--- src/rtl/core/yp2rgb_pkg.sv ---
`timescale 1ns / 1ps
// ----------------------------------------------------------------------------
// yp2rgb_pkg
// Shared types, constants and helpers for the YUV pair to RGB converter.
// ----------------------------------------------------------------------------
package yp2rgb_pkg;

    localparam int SUM_W = 20;
    localparam int PROD_W = 18;

    // source format codes; code 3 behaves as an 8-bit mode
    localparam logic [1:0] FMT_NV12 = 2'd0;
    localparam logic [1:0] FMT_YUY2 = 2'd1;
    localparam logic [1:0] FMT_Y210 = 2'd2;

    localparam logic signed [PROD_W-1:0] COEF_Y  = 18'sd298;
    localparam logic signed [PROD_W-1:0] COEF_RV = 18'sd409;
    localparam logic signed [PROD_W-1:0] COEF_GU = 18'sd100;
    localparam logic signed [PROD_W-1:0] COEF_GV = 18'sd208;
    localparam logic signed [PROD_W-1:0] COEF_BU = 18'sd516;
    localparam logic signed [8:0] Y_OFFSET = 9'sd16;
    localparam logic signed [8:0] C_OFFSET = 9'sd128;
    localparam logic signed [SUM_W-1:0] ROUND = 20'sd128;

    typedef logic signed [PROD_W-1:0] prod_t;
    typedef logic signed [SUM_W-1:0] sum_t;

    typedef struct packed {
        logic [7:0] y;
        logic [7:0] u;
        logic [7:0] v;
    } yuv_t;

    typedef struct packed {
        logic [7:0] b;
        logic [7:0] g;
        logic [7:0] r;
    } rgb_t;

    // (s*255+511)/1023; x/1023 == (x + (x>>10) + 1) >> 10 for this range
    function automatic logic [7:0] scale10(input logic [9:0] s);
        logic [17:0] x;
        logic [17:0] t;
        begin
            x = {s, 8'b0} - {8'b0, s} + 18'd511;
            t = x + {10'b0, x[17:10]} + 18'd1;
            return t[17:10];
        end
    endfunction

    // floor(sum/256) clamped to 0..255
    function automatic logic [7:0] clamp8(input sum_t sum);
        begin
            if (sum[SUM_W-1])
                return 8'd0;
            else if (sum[SUM_W-2:16] != '0)
                return 8'd255;
            else
                return sum[15:8];
        end
    endfunction

endpackage

--- src/rtl/core/yuv_pair_to_rgb_converter_core.sv ---
`timescale 1ns / 1ps
// ----------------------------------------------------------------------------
// yuv_pair_to_rgb_converter_core
// BT.601 limited-range YUV 4:2:2 pixel pair to two RGB888 pixels.
// ----------------------------------------------------------------------------
// Usage:
//   s_axis carries one pixel pair per request: tdata holds luma_first,
//   luma_second, chroma_u, chroma_v (10 bits each), tuser holds second_present.
//   m_axis returns the two RGB pixels in tdata and second_valid in tuser;
//   an absent second pixel reads as zero.
//   cfg_we/cfg_wdata load the pixel format (0 NV12, 1 YUY2, 2 Y210); write it
//   only while the pipeline is empty.
// Timing:
//   Four register stages: scale, multiply, sum, clamp/output. One pair per
//   clock is sustained while the output is not stalled. The pipeline
//   advances as a whole.
// Reset and stall:
//   rst_n clears all valid bits and sets the pixel format to NV12. While the
//   output holds an untaken request every stage freezes and s_axis_tready
//   drops; nothing is lost or repeated.
// ----------------------------------------------------------------------------
module yuv_pair_to_rgb_converter_core (
    input  logic        clk,
    input  logic        rst_n,
    input  logic        cfg_we,
    input  logic [1:0]  cfg_wdata,      // pixel format
    input  logic        s_axis_tvalid,
    output logic        s_axis_tready,
    // luma_first[9:0], luma_second[19:10], chroma_u[29:20], chroma_v[39:30]
    input  logic [39:0] s_axis_tdata,
    input  logic [0:0]  s_axis_tuser,   // second_present
    output logic        m_axis_tvalid,
    input  logic        m_axis_tready,
    // red_first, green_first, blue_first, red_second, green_second,
    // blue_second, 8 bits each from bit 0 up
    output logic [47:0] m_axis_tdata,
    output logic [0:0]  m_axis_tuser    // second_valid
);
    import yp2rgb_pkg::*;

    logic [1:0] fmt_reg;
    logic v1_reg, v2_reg, v3_reg, v4_reg;
    logic s1_reg, s2_reg, s3_reg, s4_reg;
    logic en;
    yuv_t pix_first, pix_second;
    sum_t r0, g0, b0, r1, g1, b1;
    rgb_t rgb_first, rgb_second;

    assign en = !v4_reg || m_axis_tready;
    assign s_axis_tready = en;

    always_ff @(posedge clk or negedge rst_n)
    begin
        if (!rst_n)
            fmt_reg <= FMT_NV12;
        else if (cfg_we)
            fmt_reg <= cfg_wdata;
    end

    always_ff @(posedge clk or negedge rst_n)
    begin
        if (!rst_n)
        begin
            v1_reg <= 1'b0;
            v2_reg <= 1'b0;
            v3_reg <= 1'b0;
            v4_reg <= 1'b0;
        end
        else if (en)
        begin
            v1_reg <= s_axis_tvalid;
            v2_reg <= v1_reg;
            v3_reg <= v2_reg;
            v4_reg <= v3_reg;
        end
    end

    always_ff @(posedge clk)
    begin
        if (en)
        begin
            s1_reg <= s_axis_tuser[0];
            s2_reg <= s1_reg;
            s3_reg <= s2_reg;
            s4_reg <= s3_reg;
        end
    end

    yp2rgb_input_scale u_scale (
        .clk            (clk),
        .en             (en),
        .pix_format     (fmt_reg),
        .luma_first     (s_axis_tdata[9:0]),
        .luma_second    (s_axis_tdata[19:10]),
        .chroma_u       (s_axis_tdata[29:20]),
        .chroma_v       (s_axis_tdata[39:30]),
        .second_present (s_axis_tuser[0]),
        .pix_first      (pix_first),
        .pix_second     (pix_second)
    );

    yp2rgb_matrix u_matrix_first (
        .clk   (clk),
        .en    (en),
        .pix   (pix_first),
        .sum_r (r0),
        .sum_g (g0),
        .sum_b (b0)
    );

    yp2rgb_matrix u_matrix_second (
        .clk   (clk),
        .en    (en),
        .pix   (pix_second),
        .sum_r (r1),
        .sum_g (g1),
        .sum_b (b1)
    );

    yp2rgb_clamp u_clamp_first (
        .clk   (clk),
        .en    (en),
        .keep  (1'b1),
        .sum_r (r0),
        .sum_g (g0),
        .sum_b (b0),
        .rgb   (rgb_first)
    );

    yp2rgb_clamp u_clamp_second (
        .clk   (clk),
        .en    (en),
        .keep  (s3_reg),
        .sum_r (r1),
        .sum_g (g1),
        .sum_b (b1),
        .rgb   (rgb_second)
    );

    assign m_axis_tvalid = v4_reg;
    assign m_axis_tdata = {rgb_second.b, rgb_second.g, rgb_second.r,
                           rgb_first.b, rgb_first.g, rgb_first.r};
    assign m_axis_tuser = s4_reg;

    a_stall_freezes_input: assert property (@(posedge clk) disable iff (!rst_n)
        m_axis_tvalid && !m_axis_tready |-> !s_axis_tready)
        else $error("input taken while output stalled");

    a_accept_enters_pipe: assert property (@(posedge clk) disable iff (!rst_n)
        s_axis_tvalid && s_axis_tready |=> v1_reg)
        else $error("accepted request not in first stage");

    a_out_from_stage3: assert property (@(posedge clk) disable iff (!rst_n)
        $rose(m_axis_tvalid) |-> $past(v3_reg))
        else $error("output valid without a request in stage 3");

    a_absent_pixel_zero: assert property (@(posedge clk) disable iff (!rst_n)
        m_axis_tvalid && !m_axis_tuser[0] |-> m_axis_tdata[47:24] == 24'd0)
        else $error("absent second pixel not blanked");

endmodule

--- src/rtl/core/yp2rgb_input_scale.sv ---
`timescale 1ns / 1ps
// ----------------------------------------------------------------------------
// yp2rgb_input_scale
// First stage: format decode and, for Y210, 10-to-8 bit scaling of the sample pair.
// ----------------------------------------------------------------------------
module yp2rgb_input_scale (
    input  logic               clk,
    input  logic               en,
    input  logic [1:0]         pix_format,
    input  logic [9:0]         luma_first,
    input  logic [9:0]         luma_second,
    input  logic [9:0]         chroma_u,
    input  logic [9:0]         chroma_v,
    input  logic               second_present,
    output yp2rgb_pkg::yuv_t   pix_first,
    output yp2rgb_pkg::yuv_t   pix_second
);
    import yp2rgb_pkg::*;

    yuv_t first_reg, first_next;
    yuv_t second_reg, second_next;
    logic [7:0] u_s;

    always_comb
    begin
        u_s = scale10(chroma_u);
        if (pix_format == FMT_Y210)
        begin
            first_next.y = scale10(luma_first);
            second_next.y = scale10(luma_second);
            first_next.u = u_s;
            first_next.v = second_present ? scale10(chroma_v) : u_s;
        end
        else
        begin
            first_next.y = luma_first[7:0];
            second_next.y = luma_second[7:0];
            first_next.u = chroma_u[7:0];
            first_next.v = chroma_v[7:0];
        end
        second_next.u = first_next.u;
        second_next.v = first_next.v;
    end

    always_ff @(posedge clk)
    begin
        if (en)
        begin
            first_reg <= first_next;
            second_reg <= second_next;
        end
    end

    assign pix_first = first_reg;
    assign pix_second = second_reg;

endmodule

--- src/rtl/core/yp2rgb_matrix.sv ---
`timescale 1ns / 1ps
// ----------------------------------------------------------------------------
// yp2rgb_matrix
// Two stages of the BT.601 transform for one pixel: products, then sums.
// ----------------------------------------------------------------------------
module yp2rgb_matrix (
    input  logic               clk,
    input  logic               en,
    input  yp2rgb_pkg::yuv_t   pix,
    output yp2rgb_pkg::sum_t   sum_r,
    output yp2rgb_pkg::sum_t   sum_g,
    output yp2rgb_pkg::sum_t   sum_b
);
    import yp2rgb_pkg::*;

    logic signed [8:0] c, d, e;
    prod_t cx, dx, ex;
    prod_t py_reg, py_next;
    prod_t pr_reg, pr_next;
    prod_t pg_reg, pg_next;
    prod_t pb_reg, pb_next;
    sum_t r_reg, r_next;
    sum_t g_reg, g_next;
    sum_t b_reg, b_next;

    always_comb
    begin
        c = $signed({1'b0, pix.y}) - Y_OFFSET;
        d = $signed({1'b0, pix.u}) - C_OFFSET;
        e = $signed({1'b0, pix.v}) - C_OFFSET;
        cx = PROD_W'(c);
        dx = PROD_W'(d);
        ex = PROD_W'(e);
        py_next = cx * COEF_Y;
        pr_next = ex * COEF_RV;
        pg_next = dx * COEF_GU + ex * COEF_GV;
        pb_next = dx * COEF_BU;
    end

    always_comb
    begin
        r_next = SUM_W'(py_reg) + SUM_W'(pr_reg) + ROUND;
        g_next = SUM_W'(py_reg) - SUM_W'(pg_reg) + ROUND;
        b_next = SUM_W'(py_reg) + SUM_W'(pb_reg) + ROUND;
    end

    always_ff @(posedge clk)
    begin
        if (en)
        begin
            py_reg <= py_next;
            pr_reg <= pr_next;
            pg_reg <= pg_next;
            pb_reg <= pb_next;
            r_reg <= r_next;
            g_reg <= g_next;
            b_reg <= b_next;
        end
    end

    assign sum_r = r_reg;
    assign sum_g = g_reg;
    assign sum_b = b_reg;

endmodule

--- src/rtl/core/yp2rgb_clamp.sv ---
`timescale 1ns / 1ps
// ----------------------------------------------------------------------------
// yp2rgb_clamp
// Output stage: shift, clamp to 8 bits and blank an absent pixel.
// ----------------------------------------------------------------------------
module yp2rgb_clamp (
    input  logic               clk,
    input  logic               en,
    input  logic               keep,
    input  yp2rgb_pkg::sum_t   sum_r,
    input  yp2rgb_pkg::sum_t   sum_g,
    input  yp2rgb_pkg::sum_t   sum_b,
    output yp2rgb_pkg::rgb_t   rgb
);
    import yp2rgb_pkg::*;

    rgb_t rgb_reg, rgb_next;

    always_comb
    begin
        if (keep)
        begin
            rgb_next.r = clamp8(sum_r);
            rgb_next.g = clamp8(sum_g);
            rgb_next.b = clamp8(sum_b);
        end
        else
        begin
            rgb_next = '0;
        end
    end

    always_ff @(posedge clk)
    begin
        if (en)
            rgb_reg <= rgb_next;
    end

    assign rgb = rgb_reg;

endmodule
--- config.mk ---
export PLATFORM = sky130hd
export DESIGN_NAME = yuv_pair_to_rgb_converter_core
export DESIGN_NICKNAME = d
export VERILOG_FILES = /design/src/rtl/core/yp2rgb_pkg.sv /design/src/rtl/core/yuv_pair_to_rgb_converter_core.sv /design/src/rtl/core/yp2rgb_input_scale.sv /design/src/rtl/core/yp2rgb_matrix.sv /design/src/rtl/core/yp2rgb_clamp.sv
export SDC_FILE = /design/constraint.sdc
export NUM_CORES = 1
export LEC_CHECK = 0
export ABC_CLOCK_PERIOD_IN_PS = 5880
export BUFFER_PORTS_ARGS = -buffer_cell sky130_fd_sc_hd__buf_2
export CAP_MARGIN = 20
export CORE_ASPECT_RATIO = 0.9
export CORE_MARGIN = 4
export CORE_UTILIZATION = 50
export CTS_BUF_LIST = sky130_fd_sc_hd__clkbuf_2 sky130_fd_sc_hd__clkbuf_4 sky130_fd_sc_hd__clkbuf_8
export DETAILED_ROUTE_END_ITERATION = 8
export MAX_ROUTING_LAYER = met4
export PLACE_DENSITY_LB_ADDON = 0.2
export SYNTH_ARGS = -nofsm -noshare
export SYNTH_HDL_FRONTEND = slang
export SYNTH_HIERARCHICAL = 1
export SYNTH_SLANG_ARGS = --single-unit
--- constraint.sdc ---
create_clock -name clk -period 5.88 [get_ports clk]
set_clock_uncertainty 0.2 [all_clocks]
set_input_delay 1.176 -clock clk [delete_from_list [all_inputs] [get_ports clk]]
set_output_delay 1.176 -clock clk [all_outputs]
set_load 0.1 [all_outputs]
### After elaboration in Yosys (flattened, before gate mapping)

Cells that the tools add are included.

| word-level totals | value |
|---|---|
| register bits | 296 |
| bits in latches | 0 |
| RAM bits | 0 |
| bits in read-only memories | 0 |
| bits of input ports | 48 |
| output and inout port bits | 51 |
| word-level logic and storage cells | 91 |
| memories | 0 |

| operators by class | value |
|---|---|
| add/subtract/negate cells | 33 |
| multiply operators | 6 |
| divide/modulo/power cells | 0 |
| order comparisons | 0 |
| equal/unequal tests | 1 |
| shifts and indexed selects | 0 |
| muxes and demuxes | 9 |
| bitwise gates (word level) | 1 |
| reduce and logical (&&, ||, !) cells | 11 |

Operator list:

| cell | count |
|---|---|
| 20-bit by 9-bit adder with 20-bit output, second input constant | 6 |
| 18-bit by 18-bit adder with 19-bit output | 4 |
| 18-bit by 1-bit adder with 18-bit output, second input constant | 4 |
| 18-bit by 8-bit adder with 18-bit output | 4 |
| 18-bit by 9-bit adder with 18-bit output, second input constant | 4 |
| 18-bit by 10-bit subtractor with 18-bit output | 4 |
| 8-bit two-way mux | 8 |
| 18-bit by 18-bit subtractor with 19-bit output | 2 |
| 9-bit by 9-bit multiplier with 17-bit output, second input constant | 2 |
| 24-bit two-way mux | 1 |
| 18-bit adder | 1 |
| 9-bit by 10-bit multiplier with 18-bit output, second input constant | 1 |
| 3-bit nonzero test | 6 |
| 8-bit by 5-bit subtractor with 9-bit output, second input constant | 2 |
| 8-bit by 8-bit subtractor with 9-bit output, second input constant | 2 |
| 9-bit by 9-bit multiplier with 16-bit output, second input constant | 1 |
| 9-bit by 6-bit multiplier with 15-bit output, second input constant | 1 |
| 9-bit by 5-bit multiplier with 14-bit output, second input constant | 1 |
| 2-bit OR reduction | 3 |
| 2-bit == test, second input constant | 1 |
| 1-bit logical NOT | 1 |
| 1-bit logical OR | 1 |
| 1-bit NOT | 1 |

### Depth between registers and ports, before layout

Gate-level depths: netlist of run 1.

| logic depth | value |
|---|---|
| word-level depth | 6 |
| mapped depth | 20 |
| gate-level depth less buffers | 19 |

### Modules after synthesis

The synthesis of run 1 kept the hierarchy.

Modules (own cells, without submodules):

| module | instances | cells each | area each (sq um) | sequential area each (sq um) |
|---|---|---|---|---|
| yp2rgb_matrix at u_matrix_first | 1 | 1,099 | 11,747.5 | 3,663.5 |
| yp2rgb_matrix at u_matrix_second | 1 | 1,090 | 11,586.1 | 3,663.5 |
| yp2rgb_input_scale | 1 | 521 | 4,469.3 | 960.9 |
| yp2rgb_clamp | 2 | 60 | 998.5 | 720.7 |
| yuv_pair_to_rgb_converter_core | 1 | 18 | 362.8 | 270.3 |

### Least setup slack after synthesis of run 1

No wires, ideal clock.

| timing | value |
|---|---|
| path type | register -> register |
| from | reg u_scale.second_reg, in the netlist u_scale/pix_second[20] |
| to | reg u_matrix_second.py_reg[17] (data pin) |
| library setup time | 0.301 ns |
| arrival | 4.891 ns |
| data required time | 5.379 ns |
| path slack | 0.488 ns |
| stages on the path, launching flop included | 17 |
| path buffers | 0 |
| period minus slack after synthesis | 5.392 ns |
| cell sequence | edfxtp_1 > inv_1 > ha_1 > nor3b_1 > ha_1 > ha_1 > inv_1 > fa_1 > fa_1 > inv_1 > ha_1 > o21a_1 > nor2_1 > nor3_1 > a2111oi_0 > a21oi_1 > xor2_1 |

| on the way | value |
|---|---|
| word-level cells in the longest chain between the ends | 2 |

RTL lines:

| what | line | source |
|---|---|---|
| start, declared | yp2rgb_input_scale.sv:21 | `yuv_t second_reg, second_next;` |
| start signal, assigned | yp2rgb_input_scale.sv:50 | `second_reg <= second_next;` |
| 8-bit by 5-bit subtractor with 9-bit output | yp2rgb_matrix.sv:28 | `c = $signed({1'b0, pix.y}) - Y_OFFSET;` |
| 9-bit by 9-bit multiplier with 17-bit output | yp2rgb_matrix.sv:34 | `py_next = cx * COEF_Y;` |
| net u_matrix_second.py_next[17] | yp2rgb_matrix.sv:18 | `prod_t py_reg, py_next;` |
| end signal, assigned | yp2rgb_matrix.sv:51 | `py_reg <= py_next;` |
| end, declared | yp2rgb_matrix.sv:18 |  |

The timed path passes the listed nets, and every way through them passes these cells.
A chain may end at the register's enable or synchronous reset.

==> results of run 1 <==
## critical path: cells and delay by family, from the launching register on
family / cells / cell delay (ns)
DFF: 1 / 0.84
AOI/OAI and AO/OA: 7 / 1.28
adders and majority gates: 5 / 1.97
xor gates and xnor gates: 2 / 0.39
and+or+nand+nor: 2 / 0.30
buffers and inverters: 1 / 0.06
## layer usage
layer,part of all wire,GRT usage,vias to the layer above
li1,-,-,10062
met1,0.50,0.288,9388
met2,0.43,0.313,380
met3,0.049,0.0337,89
met4,0.020,0.0536,0
met5,0,-,-
## through the flow
stage	instances	cell area (um2)	setup slack (ns)	util	hold WS, ns
floorplan	2745	28400	0.488	-	0.200
global placement	3568	29700	0.514	0.530	0.214
detailed placement	3568	29700	0.327	0.530	0.224
CTS	3661	30800	0.657	0.549	0.0831
global route	3662	30800	0.351	0.549	0.111
finish	3662	30800	0.559	0.549	0.151
## worst paths after layout
| path | end |
|---|---|
| max | u_matrix_first/pg_reg[16] |
| min reg2reg | s2_reg |
| max reg2reg | u_matrix_first/pg_reg[16] |
| min | v1_reg |
| min in group clk | s2_reg |
| max in group asynchronous | v3_reg |
## layout make-up
class                           count  share of cell area
Multi-Input combinational cell   2027               0.586
Sequential cell                   290               0.282
Inverter                          384              0.0469
Tap cell                          756              0.0307
Clock buffer                       63              0.0259
Timing Repair Buffer              111              0.0195
Clock inverter                     30             0.00846
Antenna cell                        1           0.0000813
==> reports/results.ini, run 1 <==
[outcome]
run_status=complete, no violations

[worst_setup_path]
timing.setup.critical_path_class=reg2reg
cp_cell_sequence=ha_1 -> fa_1 -> ha_1 -> inv_1 -> fa_1 -> nor2b_1 -> o21ai_0 -> a21boi_0 -> o21ai_0 -> nor2b_1 -> xnor2_1 -> ha_1 -> a21o_1 -> a21o_1 -> a21oi_1 -> o21ai_0 -> xor2_1
crit_path_start_kind=flop
critical_path.startpoint=u_scale/pix_second[11]
crit_end_element=flop
path_max_fanout=10
timing.reg2reg.worst_path_depth=17
timing.critical_path.slowest_stage_cell=sky130_fd_sc_hd__edfxtp_1
r2r_start=u_scale/pix_second[11]
reg2reg_slack_ns=0.56
critical_path_arrival_ns=5.50
critical_path_required_ns=6.06
crit_path_max_incr_delay_ns=0.84

[timing]
fin_crit_sh=0.905
timing.final.hold_violations=0
finalSetupTns_ns=0
max_transition_viols_final=0
finalWorstPathRequiredPeriod_ns=5.32
setup_repair_after_global_routing_missed_its_margin=false
fmax_ghz=0.188
slew_headroom=0.298
finalSetupViolCount=0
tightest_slew_ns=1.05

[die]
fp.dieW_um=259
die_area_um2=60700
start_util=0.508
floorplan.core_area_um2=56000
die_height_um=234
row_count=82
io_pins=99

[layout]
seqCellArea_um2=8680
leading_cell_type_in_the_layout_fill_and_taps_excluded=sky130_fd_sc_hd__ha_1
fillcell_total=4983
drive_gt1_frac=0.0888
layout.nets=3606
flow.area_growth_from_synthesis_pct=8.21
commonest_non_fill_non_tap_cells_in_the_layout=sky130_fd_sc_hd__ha_1 (606), sky130_fd_sc_hd__inv_1 (383), sky130_fd_sc_hd__edfxtp_1 (284), sky130_fd_sc_hd__a21oi_1 (143), sky130_fd_sc_hd__xnor2_1 (140)
multi_input_area_um2=18000

[logic_synthesis]
synthesis.area_per_instance_um2=10.4
synth-warning-count=6
netlist_instances=2743
synthesis.area_um2=28400

[clocking]
clk_root_buffer_cell=sky130_fd_sc_hd__clkbuf_8
clk-insertion-delay-late_ns=0.66
cts_setup_buffers=0
ctsHoldBuffers=0
cts-root-to-sink-buffers=3
cts-htree-levels=2
clk_pin_slew_ns=0.06
clkSinkCount=290
cts_tree=yes
cts_resized=0
numCtsBuffers=52

[routing]
drc=0
drt-initial-drc-count=1077
ant_nets=0
route.detailed.wl_per_inst_um=16.4
dr_total_vias=19919
drt_first_pass_iters=5
vias_per_cell=5.44
wirelength_mm=60.2

[placement]
placement.io_buffers=98
gp_congestion=0.925
dp_hpwl_mm=48.4

[global_route]
largest_net_degree_at_the_start_of_global_routing=139
grt_antenna_before_repair=1
number_of_global_route_vias_before_repair=19994
grtUsageTotal=0.206
globalRoute.totalOverflow=0
grt_first_pass_wirelength_mm=99.1

[min_path]
min_path_type=in2async

[run]
drv_cap=0

Power of run 1 is not shown: default switching activity piles up to over one toggle a cycle in this logic, so the estimate is an artifact.
==> run 2: changes to the inputs <==
--- a/config.mk
+++ b/config.mk
@@ -9,7 +9,6 @@
 export BUFFER_PORTS_ARGS = -buffer_cell sky130_fd_sc_hd__buf_2
 export CAP_MARGIN = 20
 export CORE_ASPECT_RATIO = 0.9
-export CORE_MARGIN = 4
 export CORE_UTILIZATION = 50
 export CTS_BUF_LIST = sky130_fd_sc_hd__clkbuf_2 sky130_fd_sc_hd__clkbuf_4 sky130_fd_sc_hd__clkbuf_8
 export DETAILED_ROUTE_END_ITERATION = 8
==> constraint.sdc (replaced) <==
create_clock -name clk -period 5.88 [get_ports clk]
set_clock_uncertainty 0.2 [all_clocks]
set_input_delay 1.176 -clock clk [delete_from_list [all_inputs] [get_ports clk]]
set_output_delay 1.176 -clock clk [all_outputs]
set_load 0.05 [all_outputs]
==> reports/results.ini, run 2 (synthesis results as in run 1) <==
[outcome]
run_status=complete, no violations

[worst_setup_path]
critical_path.startpoint=u_scale/pix_second[11]
critical_path_buf_inv_count=1
crit_path_start_kind=flop
timing.setup.critical_path_class=reg2reg
path_max_fanout=10
cp_top_family=adder cells
crit_end_element=flop
timing.reg2reg.worst_path_depth=17
cp_cell_sequence=ha_1 -> fa_1 -> ha_1 -> inv_1 -> fa_1 -> nor2b_1 -> o21ai_0 -> a21boi_0 -> o21ai_0 -> nor2b_1 -> xnor2_1 -> ha_1 -> a21o_1 -> a21o_1 -> a21oi_1 -> o21ai_0 -> xor2_1
endpoint_of_the_most_critical_register_to_register_path=u_matrix_first/pg_reg[16]
r2r_start=u_scale/pix_second[11]
timing.critical_path.slowest_stage_cell=sky130_fd_sc_hd__edfxtp_1
crit_path_max_incr_delay_ns=0.83
reg2reg_slack_ns=0.64
critical_path_arrival_ns=5.45
critical_path_required_ns=6.10

[routing]
drc=0
wirelength_mm=58.7
vias_per_cell=5.44
dr_total_vias=19924
drt_first_pass_iters=5
ant_nets=0
drt-initial-drc-count=905
route.detailed.wl_per_inst_um=16.0

[min_path]
min_path_type=in2async

[clocking]
clk_root_buffer_cell=sky130_fd_sc_hd__clkbuf_8
cts_tree=yes
cts_setup_buffers=0
clkSinkCount=290
clk_pin_slew_ns=0.06
ctsHoldBuffers=0
cts_resized=0
cts-root-to-sink-buffers=3
clk-insertion-delay-late_ns=0.65
cts-htree-levels=2
numCtsBuffers=51

[timing]
finalSetupViolCount=0
timing.final.hold_violations=0
slew_headroom=0.386
finalSetupTns_ns=0
finalWorstPathRequiredPeriod_ns=5.24
max_transition_viols_final=0
fin_crit_sh=0.890
setup_repair_after_global_routing_missed_its_margin=false
tightest_slew_ns=0.921
fmax_ghz=0.191

[global_route]
grt_first_pass_wirelength_mm=96.2
largest_net_degree_at_the_start_of_global_routing=136
globalRoute.totalOverflow=0
grt_antenna_before_repair=1
number_of_global_route_vias_before_repair=19520
grtUsageTotal=0.212

[layout]
leading_cell_type_in_the_layout_fill_and_taps_excluded=sky130_fd_sc_hd__ha_1
commonest_non_fill_non_tap_cells_in_the_layout=sky130_fd_sc_hd__ha_1 (606), sky130_fd_sc_hd__inv_1 (383), sky130_fd_sc_hd__edfxtp_1 (284), sky130_fd_sc_hd__a21oi_1 (143), sky130_fd_sc_hd__xnor2_1 (140)
seqCellArea_um2=8680
fillcell_total=4921
drive_gt1_frac=0.0892
layout.nets=3606
multi_input_area_um2=18000
flow.area_growth_from_synthesis_pct=8.26

[placement]
gp_congestion=0.906
dp_hpwl_mm=47.3
placement.io_buffers=98

[die]
die_height_um=228
floorplan.core_area_um2=55900
row_count=82
io_pins=99
start_util=0.508
fp.dieW_um=253
die_area_um2=57800

[run]
drv_cap=0

[run 2: cell count changes in the layout (fill, tap and decap cells not counted)]
cell and change:
sky130_fd_sc_hd__clkinv_8 +1, sky130_fd_sc_hd__inv_6 -1, sky130_fd_sc_hd__clkinv_1 -1, sky130_fd_sc_hd__clkbuf_4 +5, sky130_fd_sc_hd__buf_4 +1, sky130_fd_sc_hd__clkinv_2 -4
sky130_fd_sc_hd__inv_12 -1
[run 2: worst max path at each step]
stage / end / slack, ns / cells past startpoint
6_report: u_matrix_first/pg_reg[16] / 0.64 / 17
5_1_grt: u_matrix_first/pg_reg[16] / 0.43 / 17
4_1_cts: u_matrix_first/pg_reg[16] / 0.69 / 17
3_5_place_dp: u_scale/pix_second[23] / 0.38 / 19
3_3_place_gp: u_scale/pix_first[23] / 0.50 / 19
2_1_floorplan: u_matrix_second/py_reg[17] / 0.49 / 16
[run 2: metrics by stage]
step                hold WS [ns]  std cells  utilization  area (um2)  worst slack (ns)
global placement           0.208       3569        0.531       29700             0.499
global route               0.112       3662        0.550       30800             0.432
detailed placement         0.206       3569        0.531       29700             0.378
finish                     0.156       3662        0.550       30800             0.644
floorplan                  0.200       2745            -       28400             0.488
CTS                        0.105       3661        0.550       30800             0.694
[run 2: per-layer routing]
metal  track usage  vias up  wire length, um
met5             -        -                0
met4        0.0398        0              759
met3        0.0388       58             2860
met2         0.320      400            25400
met1         0.298     9401            29600
li1              -    10065                -
[run 2: cell type report]
cell class | instances | share of cell area
sequential | 290 | 0.282
multi-input combinational | 2027 | 0.586
antenna | 1 | 0.0000813
clock buffer | 68 | 0.0272
timing repair buffer | 112 | 0.0198
tap | 756 | 0.0307
inverter | 384 | 0.0468
clock inverter | 24 | 0.00740
Power of run 2 is left out for the same reason.
==> run 3: changes to the inputs <==
--- a/config.mk
+++ b/config.mk
@@ -12,8 +12,9 @@
 export CORE_UTILIZATION = 50
 export CTS_BUF_LIST = sky130_fd_sc_hd__clkbuf_2 sky130_fd_sc_hd__clkbuf_4 sky130_fd_sc_hd__clkbuf_8
 export DETAILED_ROUTE_END_ITERATION = 8
+export GPL_TIMING_DRIVEN = 0
 export MAX_ROUTING_LAYER = met4
-export PLACE_DENSITY_LB_ADDON = 0.2
+export PLACE_DENSITY = 0.66
 export SYNTH_ARGS = -nofsm -noshare
 export SYNTH_HDL_FRONTEND = slang
 export SYNTH_HIERARCHICAL = 1
==> reports/results.ini, run 3 (synthesis results as in run 1) <==
[outcome]
run_status=complete, no violations

[timing]
finalSetupViolCount=0
max_transition_viols_final=0
fin_crit_sh=0.933
tightest_slew_ns=0.775
setup_repair_after_global_routing_missed_its_margin=false
finalWorstPathRequiredPeriod_ns=5.49
timing.final.hold_violations=0
fmax_ghz=0.182
slew_headroom=0.470
worst_slack_ns=0.393

[routing]
ant_nets=0
vias_per_cell=5.43
drt_first_pass_iters=5
route.detailed.wl_per_inst_um=16.2
drc=0
wirelength_mm=59.9
dr_total_vias=20116
drt-initial-drc-count=1010

[worst_setup_path]
crit_end_element=flop
timing.reg2reg.worst_path_depth=15
reg2reg_slack_ns=0.39
critical_path.startpoint=u_scale/pix_second[3]
timing.setup.critical_path_class=reg2reg
timing.critical_path.to=u_matrix_second/pr_reg[16]
critical_path_arrival_ns=5.63
crit_path_max_incr_delay_ns=0.65
endpoint_of_the_most_critical_register_to_register_path=u_matrix_second/pr_reg[16]
timing.critical_path.slowest_stage_cell=sky130_fd_sc_hd__o311ai_0
path_max_fanout=8
critical_path_buf_inv_count=3
r2r_start=u_scale/pix_second[3]
critical_path_required_ns=6.02
worstSetupPathDepth=15
cp_cell_sequence=buf_4 -> ha_1 -> ha_1 -> inv_1 -> fa_1 -> fa_1 -> inv_1 -> ha_1 -> fa_1 -> a21o_1 -> a21oi_1 -> o21bai_1 -> a21oi_1 -> o21ai_0 -> o311ai_0
cp_top_family=adder cells
crit_path_start_kind=flop

[placement]
dp_hpwl_mm=48.7
dpl_cell_area_um2=30000
gp_congestion=0.907
place_ws_ns=0.0971
placement.io_buffers=98

[run]
drv_cap=0

[layout]
final_design_area_no_fill_um2=31100
commonest_non_fill_non_tap_cells_in_the_layout=sky130_fd_sc_hd__ha_1 (606), sky130_fd_sc_hd__inv_1 (383), sky130_fd_sc_hd__edfxtp_1 (284), sky130_fd_sc_hd__a21oi_1 (143), sky130_fd_sc_hd__xnor2_1 (140)
fillcell_total=4948
flow.area_growth_from_synthesis_pct=9.45
leading_cell_type_in_the_layout_fill_and_taps_excluded=sky130_fd_sc_hd__ha_1
layout.nets=3645
drive_gt1_frac=0.0953

[global_route]
globalRoute.totalOverflow=0
grtUsageTotal=0.217
number_of_global_route_vias_before_repair=20267
grt_first_pass_wirelength_mm=99.0
grt_antenna_before_repair=1
largest_net_degree_at_the_start_of_global_routing=67

[clocking]
clk-insertion-delay-late_ns=0.63
ctsHoldBuffers=0
cts_tree=yes
cts-htree-levels=2
clk_pin_slew_ns=0.06
numCtsBuffers=53
cts-root-to-sink-buffers=3
clk_root_buffer_cell=sky130_fd_sc_hd__clkbuf_8
clkSinkCount=290

[die]
io_pins=99
start_util=0.508
die_area_um2=57800
die_height_um=228
row_count=82
floorplan.core_area_um2=55900
fp.dieW_um=253

[min_path]
min_path_type=in2async

-- run 3: timing repair --
action / CTS / global route
setup endpoints to repair: 0 / 4
buffers inserted: 0 / 2
resized for setup: 0 / 2
-- run 3: layout make-up --
| type | count | area [um2] | share of cell area |
|---|---|---|---|
| multi-input combinational | 2027 | 18000 | 0.580 |
| timing repair buffer | 105 | 621 | 0.0199 |
| inverter | 384 | 1440 | 0.0463 |
| tap | 756 | 946 | 0.0304 |
| sequential | 290 | 8680 | 0.279 |
| antenna | 2 | 5.00 | 0.000161 |
| clock buffer | 68 | 842 | 0.0271 |
| buffer | 44 | 280 | 0.00901 |
| clock inverter | 30 | 260 | 0.00836 |
-- run 3: stage by stage --
| stage | TNS (ns) | utilization | cells | hold WS (ns) |
|---|---|---|---|---|
| final | 0 | 0.557 | 3706 | 0.157 |
| after global routing | 0 | 0.556 | 3705 | 0.116 |
| after CTS | 0 | 0.556 | 3702 | 0.0970 |
| after detailed placement | 0 | 0.536 | 3604 | 0.215 |
| after global placement | -0.262 | 0.534 | 3599 | 0.206 |
| after floorplan | 0 | - | 2745 | 0.200 |
-- run 3: metal layers --
metal  vias up  global-route usage  wire length, um
li1      10154                   -                -
met5         -                   -                0
met3        94              0.0276             2350
met2       367               0.333            26200
met4         0              0.0578             1400
met1      9501               0.301            30000
-- run 3: how the worst min path moves through the flow --
stage,startpoint,end,slack (ns),cells past startpoint
after floorplan,s1_reg,s2_reg,0.20,0
after global placement,s2_reg,s3_reg,0.21,0
after detailed placement,s2_reg,s3_reg,0.21,0
after CTS,rst_n,m_axis_tvalid,0.1,1
after global routing,rst_n,m_axis_tvalid,0.12,1
final,rst_n,m_axis_tvalid,0.16,1
Power of run 3 is left out for the same reason.
